<file path="src/design/u8d_pkg.sv">
package u8d_pkg;

    localparam int unsigned MAX_SEQ_BYTES = 6;
    localparam int unsigned PEND_DEPTH    = 5;
    localparam int unsigned CP_W          = 31;
    localparam int unsigned Q_DEPTH       = 2;
    localparam int unsigned Q_PTR_W       = $clog2(Q_DEPTH);
    localparam int unsigned Q_CNT_W       = $clog2(Q_DEPTH + 1);

    localparam logic [7:0] CONT_MASK = 8'hC0;
    localparam logic [7:0] CONT_TAG  = 8'h80;
    localparam logic [7:0] PAYLOAD6  = 8'h3F;
    localparam logic [7:0] ASCII_MAX = 8'h7F;

    // One queued job for the result side: cnt results, the first cnt-1 taken
    // from pend, the final one from value.
    typedef struct packed {
        logic [2:0]                  cnt;
        logic                        raw;
        logic [CP_W-1:0]             value;
        logic [PEND_DEPTH-1:0][7:0]  pend;
    } t_cmd;

    typedef struct packed {
        logic full;
        logic empty;
    } t_qstat;

    // Sequence length from the count of leading ones of a lead byte.
    function automatic logic [2:0] lead_len(input logic [7:0] b);
        logic [2:0] n;
        n = 3'd7;
        casez (b)
            8'b110?????: n = 3'd2;
            8'b1110????: n = 3'd3;
            8'b11110???: n = 3'd4;
            8'b111110??: n = 3'd5;
            8'b1111110?: n = 3'd6;
            default:     n = 3'd7;
        endcase
        return n;
    endfunction

endpackage

</file>
<file path="src/design/u8d_front.sv">
module u8d_front (
    input  logic           i_clk,
    input  logic           i_rst_n,
    input  logic           i_cfg_wen,
    input  logic           i_cfg_wdata,
    input  logic           i_valid,
    output logic           o_ready,
    input  logic [7:0]     i_byte,
    input  logic           i_start,
    input  logic           i_end,
    input  u8d_pkg::t_qstat i_qstat,
    output logic           o_push,
    output u8d_pkg::t_cmd  o_cmd
);
    import u8d_pkg::*;

    logic                       r_start_utf8;
    logic                       r_mode, n_mode;
    logic [2:0]                 r_exp, n_exp;
    logic [2:0]                 r_seen, n_seen;
    logic [CP_W-1:0]            r_part, n_part;
    logic [PEND_DEPTH-1:0][7:0] r_pend, n_pend;

    logic            accept;
    logic            mode_e;
    logic [2:0]      seen_e;
    logic [2:0]      exp_e;
    logic [CP_W-1:0] part_e;
    logic [CP_W-1:0] pv;
    logic [2:0]      len;

    assign o_ready = !i_qstat.full;
    assign accept  = i_valid && o_ready;

    // A string start applies before the byte is looked at.
    assign mode_e = i_start ? r_start_utf8 : r_mode;
    assign seen_e = i_start ? 3'd0 : r_seen;
    assign exp_e  = i_start ? 3'd0 : r_exp;
    assign part_e = i_start ? '0 : r_part;
    assign pv     = {part_e[CP_W-7:0], i_byte[5:0] & PAYLOAD6[5:0]};
    assign len    = lead_len(i_byte);

    always_comb begin
        n_mode = r_mode;
        n_exp  = r_exp;
        n_seen = r_seen;
        n_part = r_part;
        n_pend = r_pend;
        o_push = 1'b0;
        o_cmd  = '0;
        if (accept) begin
            n_mode = mode_e;
            n_exp  = exp_e;
            n_seen = seen_e;
            n_part = part_e;
            o_cmd.pend  = r_pend;
            o_cmd.value = {{(CP_W-8){1'b0}}, i_byte};
            o_cmd.cnt   = 3'd1;
            if (!mode_e) begin
                o_push    = 1'b1;
                o_cmd.raw = 1'b1;
                n_exp     = 3'd0;
                n_seen    = 3'd0;
                n_part    = '0;
            end else if (seen_e == 3'd0) begin
                if (i_byte <= ASCII_MAX) begin
                    o_push = 1'b1;
                end else if ((i_byte & CONT_MASK) == CONT_TAG || len > 3'(MAX_SEQ_BYTES)
                             || i_end) begin
                    // invalid lead, too long, or cut off: give the byte raw
                    o_push    = 1'b1;
                    o_cmd.raw = 1'b1;
                    n_mode    = 1'b0;
                end else begin
                    n_pend[0] = i_byte;
                    n_seen    = 3'd1;
                    n_exp     = len;
                    n_part    = {{(CP_W-8){1'b0}}, i_byte & (ASCII_MAX >> len)};
                end
            end else begin
                if ((i_byte & CONT_MASK) != CONT_TAG
                    || ((seen_e + 3'd1 >= exp_e) && pv <= CP_W'(ASCII_MAX))
                    || ((seen_e + 3'd1 < exp_e) && (i_end || seen_e >= 3'(PEND_DEPTH)))) begin
                    // flush buffered bytes and this one, all raw
                    o_push    = 1'b1;
                    o_cmd.raw = 1'b1;
                    o_cmd.cnt = seen_e + 3'd1;
                    n_mode    = 1'b0;
                    n_exp     = 3'd0;
                    n_seen    = 3'd0;
                    n_part    = '0;
                end else if (seen_e + 3'd1 >= exp_e) begin
                    o_push      = 1'b1;
                    o_cmd.value = pv;
                    n_exp       = 3'd0;
                    n_seen      = 3'd0;
                    n_part      = '0;
                end else begin
                    n_pend[seen_e] = i_byte;
                    n_seen         = seen_e + 3'd1;
                    n_part         = pv;
                end
            end
        end
    end

    always_ff @(posedge i_clk) begin
        if (!i_rst_n) begin
            r_start_utf8 <= 1'b1;
            r_mode       <= 1'b1;
            r_exp        <= 3'd0;
            r_seen       <= 3'd0;
            r_part       <= '0;
        end else begin
            if (i_cfg_wen) begin
                r_start_utf8 <= i_cfg_wdata;
            end
            r_mode <= n_mode;
            r_exp  <= n_exp;
            r_seen <= n_seen;
            r_part <= n_part;
        end
    end

    always_ff @(posedge i_clk) begin
        r_pend <= n_pend;
    end

endmodule

</file>
<file path="src/design/u8d_queue.sv">
module u8d_queue (
    input  logic            i_clk,
    input  logic            i_rst_n,
    input  logic            i_push,
    input  u8d_pkg::t_cmd   i_cmd,
    input  logic            i_pop,
    output u8d_pkg::t_cmd   o_head,
    output u8d_pkg::t_qstat o_stat
);
    import u8d_pkg::*;

    t_cmd               r_mem [Q_DEPTH];
    logic [Q_PTR_W-1:0] r_wp, n_wp;
    logic [Q_PTR_W-1:0] r_rp, n_rp;
    logic [Q_CNT_W-1:0] r_cnt, n_cnt;

    assign o_stat.full  = (r_cnt == Q_CNT_W'(Q_DEPTH));
    assign o_stat.empty = (r_cnt == '0);
    assign o_head       = r_mem[r_rp];

    always_comb begin
        n_wp  = r_wp;
        n_rp  = r_rp;
        n_cnt = r_cnt;
        if (i_push) begin
            n_wp = (r_wp == Q_PTR_W'(Q_DEPTH - 1)) ? '0 : r_wp + 1'b1;
        end
        if (i_pop) begin
            n_rp = (r_rp == Q_PTR_W'(Q_DEPTH - 1)) ? '0 : r_rp + 1'b1;
        end
        if (i_push && !i_pop) begin
            n_cnt = r_cnt + 1'b1;
        end else if (!i_push && i_pop) begin
            n_cnt = r_cnt - 1'b1;
        end
    end

    always_ff @(posedge i_clk) begin
        if (!i_rst_n) begin
            r_wp  <= '0;
            r_rp  <= '0;
            r_cnt <= '0;
        end else begin
            r_wp  <= n_wp;
            r_rp  <= n_rp;
            r_cnt <= n_cnt;
        end
    end

    always_ff @(posedge i_clk) begin
        if (i_push) begin
            r_mem[r_wp] <= i_cmd;
        end
    end

endmodule

</file>
<file path="src/design/u8d_back.sv">
module u8d_back (
    input  logic            i_clk,
    input  logic            i_rst_n,
    input  u8d_pkg::t_cmd   i_head,
    input  u8d_pkg::t_qstat i_qstat,
    output logic            o_pop,
    output logic            o_valid,
    input  logic            i_ready,
    output logic [31:0]     o_data,
    output logic            o_raw,
    output logic            o_last
);
    import u8d_pkg::*;

    logic [2:0] r_idx, n_idx;
    logic       xfer;

    assign o_valid = !i_qstat.empty;
    assign o_last  = (r_idx == i_head.cnt - 3'd1);
    assign o_raw   = i_head.raw;
    assign o_data  = o_last ? {1'b0, i_head.value}
                            : {24'd0, i_head.pend[r_idx]};
    assign xfer    = o_valid && i_ready;
    assign o_pop   = xfer && o_last;

    // step through the buffered bytes; restart at the next job
    always_comb begin
        n_idx = r_idx;
        if (xfer) begin
            n_idx = o_last ? 3'd0 : r_idx + 3'd1;
        end
    end

    always_ff @(posedge i_clk) begin
        if (!i_rst_n) begin
            r_idx <= 3'd0;
        end else begin
            r_idx <= n_idx;
        end
    end

endmodule

</file>
<file path="src/design/utf8_decoder_raw_fallback_core.sv">
// Channel   Dir  tdata                  tlast        tuser
// s_axis    in   [7:0] data_byte        string_end   string_start
// m_axis    out  [30:0] code_point      last_of_run  was_raw
// cfg       in   i_cfg_wdata = start_in_utf8, written when i_cfg_wen is high
//
// One byte per cycle is accepted while the job queue is not full. A byte gives at most
// one result, except a raw flush, which gives one result per buffered byte plus the
// current byte (up to 6 results for that byte). A two-entry job queue between the decoder
// and the output side absorbs these bursts; s_axis_tready drops only when it is full.
// Synchronous active-low reset clears mode, sequence state and the queue.
module utf8_decoder_raw_fallback_core (
    input  logic        i_clk,
    input  logic        i_rst_n,
    input  logic        i_cfg_wen,
    input  logic        i_cfg_wdata,
    input  logic        s_axis_tvalid,
    output logic        s_axis_tready,
    input  logic [7:0]  s_axis_tdata,   // [7:0] data_byte
    input  logic        s_axis_tlast,
    input  logic        s_axis_tuser,   // [0] string_start
    output logic        m_axis_tvalid,
    input  logic        m_axis_tready,
    output logic [31:0] m_axis_tdata,   // [30:0] code_point, [31] zero
    output logic        m_axis_tlast,
    output logic        m_axis_tuser    // [0] was_raw
);
    import u8d_pkg::*;

    t_cmd   push_cmd;
    t_cmd   head;
    t_qstat qstat;
    logic   push;
    logic   pop;

    u8d_front u_front (
        .i_clk       (i_clk),
        .i_rst_n     (i_rst_n),
        .i_cfg_wen   (i_cfg_wen),
        .i_cfg_wdata (i_cfg_wdata),
        .i_valid     (s_axis_tvalid),
        .o_ready     (s_axis_tready),
        .i_byte      (s_axis_tdata),
        .i_start     (s_axis_tuser),
        .i_end       (s_axis_tlast),
        .i_qstat     (qstat),
        .o_push      (push),
        .o_cmd       (push_cmd)
    );

    u8d_queue u_queue (
        .i_clk   (i_clk),
        .i_rst_n (i_rst_n),
        .i_push  (push),
        .i_cmd   (push_cmd),
        .i_pop   (pop),
        .o_head  (head),
        .o_stat  (qstat)
    );

    u8d_back u_back (
        .i_clk   (i_clk),
        .i_rst_n (i_rst_n),
        .i_head  (head),
        .i_qstat (qstat),
        .o_pop   (pop),
        .o_valid (m_axis_tvalid),
        .i_ready (m_axis_tready),
        .o_data  (m_axis_tdata),
        .o_raw   (m_axis_tuser),
        .o_last  (m_axis_tlast)
    );

`ifndef SYNTHESIS
    // decoded characters always come alone
    a_cooked_single: assert property (@(posedge i_clk) disable iff (!i_rst_n)
        m_axis_tvalid && !m_axis_tuser |-> m_axis_tlast)
        else $error("decoded result not marked last");

    // only a raw flush spreads over several results
    a_multi_is_raw: assert property (@(posedge i_clk) disable iff (!i_rst_n)
        m_axis_tvalid && !m_axis_tlast |-> m_axis_tuser)
        else $error("non-final result not raw");

    a_reset_empty: assert property (@(posedge i_clk)
        $rose(i_rst_n) |-> !m_axis_tvalid && s_axis_tready)
        else $error("queue not empty after reset");
`endif

endmodule

</file>
<file path="config.mk">
export PLATFORM = sky130hd
export DESIGN_NAME = utf8_decoder_raw_fallback_core
export DESIGN_NICKNAME = d
export VERILOG_FILES = /design/src/design/u8d_pkg.sv /design/src/design/u8d_front.sv /design/src/design/u8d_queue.sv /design/src/design/u8d_back.sv /design/src/design/utf8_decoder_raw_fallback_core.sv
export SDC_FILE = /design/constraint.sdc
export NUM_CORES = 1
export LEC_CHECK = 0
export BUFFER_PORTS_ARGS = -buffer_cell sky130_fd_sc_hd__buf_4
export CAP_MARGIN = 10
export CORE_MARGIN = 10
export CORE_UTILIZATION = 66
export DETAILED_ROUTE_END_ITERATION = 7
export GPL_TIMING_DRIVEN = 0
export PLACE_DENSITY = 0.95
export SYNTH_ARGS = -nofsm -noshare
export SYNTH_HDL_FRONTEND = slang
export SYNTH_SLANG_ARGS = --single-unit
</file>
<file path="constraint.sdc">
create_clock -name i_clk -period 12.9 [get_ports i_clk]
set_input_delay 0.645 -clock i_clk [delete_from_list [all_inputs] [get_ports i_clk]]
set_output_delay 0.645 -clock i_clk [all_outputs]
set_load 0.05 [all_outputs]
</file>
==> impl_metrics.yaml <==
clock_network:
  post-cts-setup-buffers: 0
  htree_levels: 1
  cts_tree: "done"
  hold_buffers: 0
  cts-root-buf: "clkbuf_16"
  cts_buffers: 22
  cts_sinks: 231
  cts_buffer_depth: 3
  path_clk_slew_ns: 0.06
  cts_resized: 0
  clk_latency_ns: 0.51
sta:
  timing.fmax_ghz: 0.226
  worst_pin_slew_ns: 1.11
  drv_slew: 0
  period_share: 0.343
  fin_hold_ws_ns: 0.355
  worst_clock_skew_ns: 0.0138
  max_slew_margin: 0.253
  rsz0062_at_grt: "no"
  fin_setup_tns_ns: 0
  hold_viol: 0
  period_needed_ns: 4.42
  setup_viol: 0
cells_and_area:
  area_delta_synth_final_pct: 14.9
  antenna_cells_inserted: 0
  drive_gt1_frac: 0.192
  ff_latch_area_sq_um: 6530
  n_fill_cell: 742
  layout.nets: 796
  multi_input_area_sq_um: 3140
grt:
  overflow: 0
  grt_pass1_wl_um: 38800
  grt_max_degree: 44
  grt_use_total: 0.246
  first_global_vias: 6614
  antenna_found_initial: 0
critical_path:
  critPathLaunchType: "primary input"
  cp_slowest_cell: "o211a_4"
  cp.required_ns: 13.09
  crit_arrival_ns: 4.61
  crit_type: "primary input to flip-flop"
  critPathMaxFanout: 43
  cp_cell_sequence: "buf_4, buf_2, inv_1, nand2_1, inv_1, ha_1, xnor2_1, ha_1, a21oi_1, o21a_1, a21oi_2, buf_2, a21boi_0, o211a_4, buf_12"
  endpoint_kind: "flip-flop"
  critPathTopFamily: "compound AO/OA/AOI/OAI gates"
  cp_slowest_stage_delay_ns: 0.55
  cp_num_buf_inv: 6
synth:
  syn_area_per_cell_sq_um: 14.3
  synth_top_cell_area_share: 0.576
  netlist_area_sq_um: 9910
  synthesis.nets: 717
  ys.flop_type: "edfxtp_1"
  yosysWarningCount: 0
  synth-edff-count: 190
  synth_area_leaders: "edfxtp_1, dfxtp_1, mux2i_1, mux4_2, and3_1"
  synth_cell_type_count: 74
  synth-seq-cells: 231
  synthesis.instances: 692
  yosys.area.top_type: "edfxtp_1"
  ys_seq_area_frac: 0.658
  async_reset_ff_frac: 0
routing:
  drt_wl_total_um: 25300
  vias: 6682
  first_pass_iters: 6
  via_per_inst: 6.88
  ant_nets: 0
  drt_iter0_drc: 1172
  wl_per_cell_um: 26.1
  drc_errors: 0
placed_design:
  place_congestion: 0.955
  dpl.hpwl_um: 16400
  numPortBuffers: 49
job:
  max_cap_violations: 0
die:
  core_area_sq_um: 14600
  start_util: 0.677
  fp-row-count: 44
  ios: 52
  die_h_um: 143
  die_area_sq_um: 20300
  dieWidth_um: 143
pwr:
  power_w: 0.00207
  powerDensity_nw_per_um2: 182
  leakagePower_nw: 4.05
  ir_drop_mv: 0.122
hold_path:
  hold_class: "primary input to flip-flop"
run_status:
  outcome: "completed"
[path summary, 6_finish.rpt]
check | startpoint | end | slack, ns | cells past startpoint
setup reg to reg | u_front.r_seen[0] | u_queue.r_mem[1][44] | 8.70 | 12
setup / recovery | s_axis_tuser | u_queue.r_mem[1][44] | 8.48 | 15
hold reg to reg | u_front.r_exp[2] | u_front.r_exp[2] | 0.47 | 1
hold / removal | i_cfg_wdata | u_front.r_start_utf8 | 0.35 | 3
[flip-flops by register name (all words and copies together), names as in the netlist, 2 cells and up, named ones only]
register	flops
u_queue.r_mem	150
u_front.r_pend	40
u_front.r_part	25
u_back.r_idx	3
u_front.r_exp	3
u_front.r_seen	3
u_queue.r_cnt	2
[per-layer routing]
metal / up-vias / global-route usage / wire length (um)
met2: 527 / 0.403 / 12200
met3: 105 / 0.0537 / 2870
met1: 3225 / 0.318 / 9220
met5: - / 0 / 0
li1: 2825 / - / -
met4: 0 / 0.0901 / 1030
[layout make-up]
type                    count  area share
clock inverters             7     0.00813
repair buffers             55      0.0411
inverters                   9     0.00297
multi-input cells         411       0.276
clock buffers              33      0.0576
well taps                 184      0.0202
plain buffers              41      0.0209
flip-flops and latches    231       0.573
[worst register-to-register path, delay by kind of cell (launching register included)]
family	cells	cell delay, ns
xor+xnor	1	0.43
simple gates	1	0.21
flops	1	0.41
fa+ha+maj	2	0.58
compound gates	5	1.54
buf+inv	3	0.70
[cell usage after synthesis, types with 3 or more instances]
cell and count:
a21oi_1 28, xor2_1 3, a211oi_1 3, nand4_1 6
o21ai_0 7, ha_1 9, a22o_1 17, nor4b_1 3
and2_1 23, nand3_1 11, nor2b_1 20, inv_1 8
a221o_1 4, clkbuf_1 19, edfxtp_1 190, xnor2_1 3
nor2_1 42, o211ai_1 4, buf_2 11, buf_4 4
mux4_2 16, and3_1 51, dfxtp_1 41, o22ai_1 9
nor3_1 7, a31oi_1 7, mux2i_1 50, buf_6 5
nor4_1 8, nand2_1 28
[placed cells by master, fill, tap and decap left out, types with 8 or more instances in the layout]
| master | instances |
|---|---|
| clkbuf_1 | 27 |
| buf_4 | 54 |
| edfxtp_1 | 190 |
| buf_2 | 11 |
| nor2_1 | 42 |
| clkbuf_16 | 25 |
| o22ai_1 | 9 |
| inv_1 | 8 |
| and3_1 | 51 |
| and2_1 | 23 |
| mux2i_1 | 50 |
| a22o_1 | 17 |
| nand2_1 | 28 |
| nand3_1 | 11 |
| ha_1 | 9 |
| dfxtp_1 | 41 |
| a21oi_1 | 28 |
| nor2b_1 | 20 |
| mux4_2 | 16 |
| nor4_1 | 8 |
[where the power goes]
| group | leakage [nW] | switching, W | total, W | internal, W |
|---|---|---|---|---|
| logic | 1.55 | 0.000330 | 0.000488 | 0.000158 |
| clock network | 0.356 | 0.000271 | 0.000665 | 0.000393 |
| registers | 2.14 | 0.0000280 | 0.000922 | 0.000894 |
| total | 4.05 | 0.000629 | 0.00207 | 0.00145 |
[cells by family (layout without fill, tap and decap cells)]
group / after synthesis / in the layout / share of synthesized area
AO/OA/AOI/OAI: 108 / 108 / 0.0799
multiplexers: 69 / 69 / 0.0918
AND/OR/NAND/NOR: 217 / 217 / 0.124
flip-flops: 231 / 231 / 0.658
other: 1 / 1 / 0.000378
XOR/XNOR: 7 / 7 / 0.00694
adder cells (fa/ha/maj): 9 / 9 / 0.0114
buffers and inverters: 50 / 145 / 0.0274
[per-stage QoR]
stage | utilization | instance area (sq um) | instances | setup slack [ns]
2_1_floorplan | - | 9910 | 692 | 4.16
6_report | 0.777 | 11400 | 971 | 8.48
4_1_cts | 0.777 | 11400 | 971 | 8.58
3_5_place_dp | 0.726 | 10600 | 931 | 8.07
3_3_place_gp | 0.718 | 10500 | 925 | 1.03
5_1_grt | 0.777 | 11400 | 971 | 8.32
Note: power is estimated with default switching activity, not from simulation.
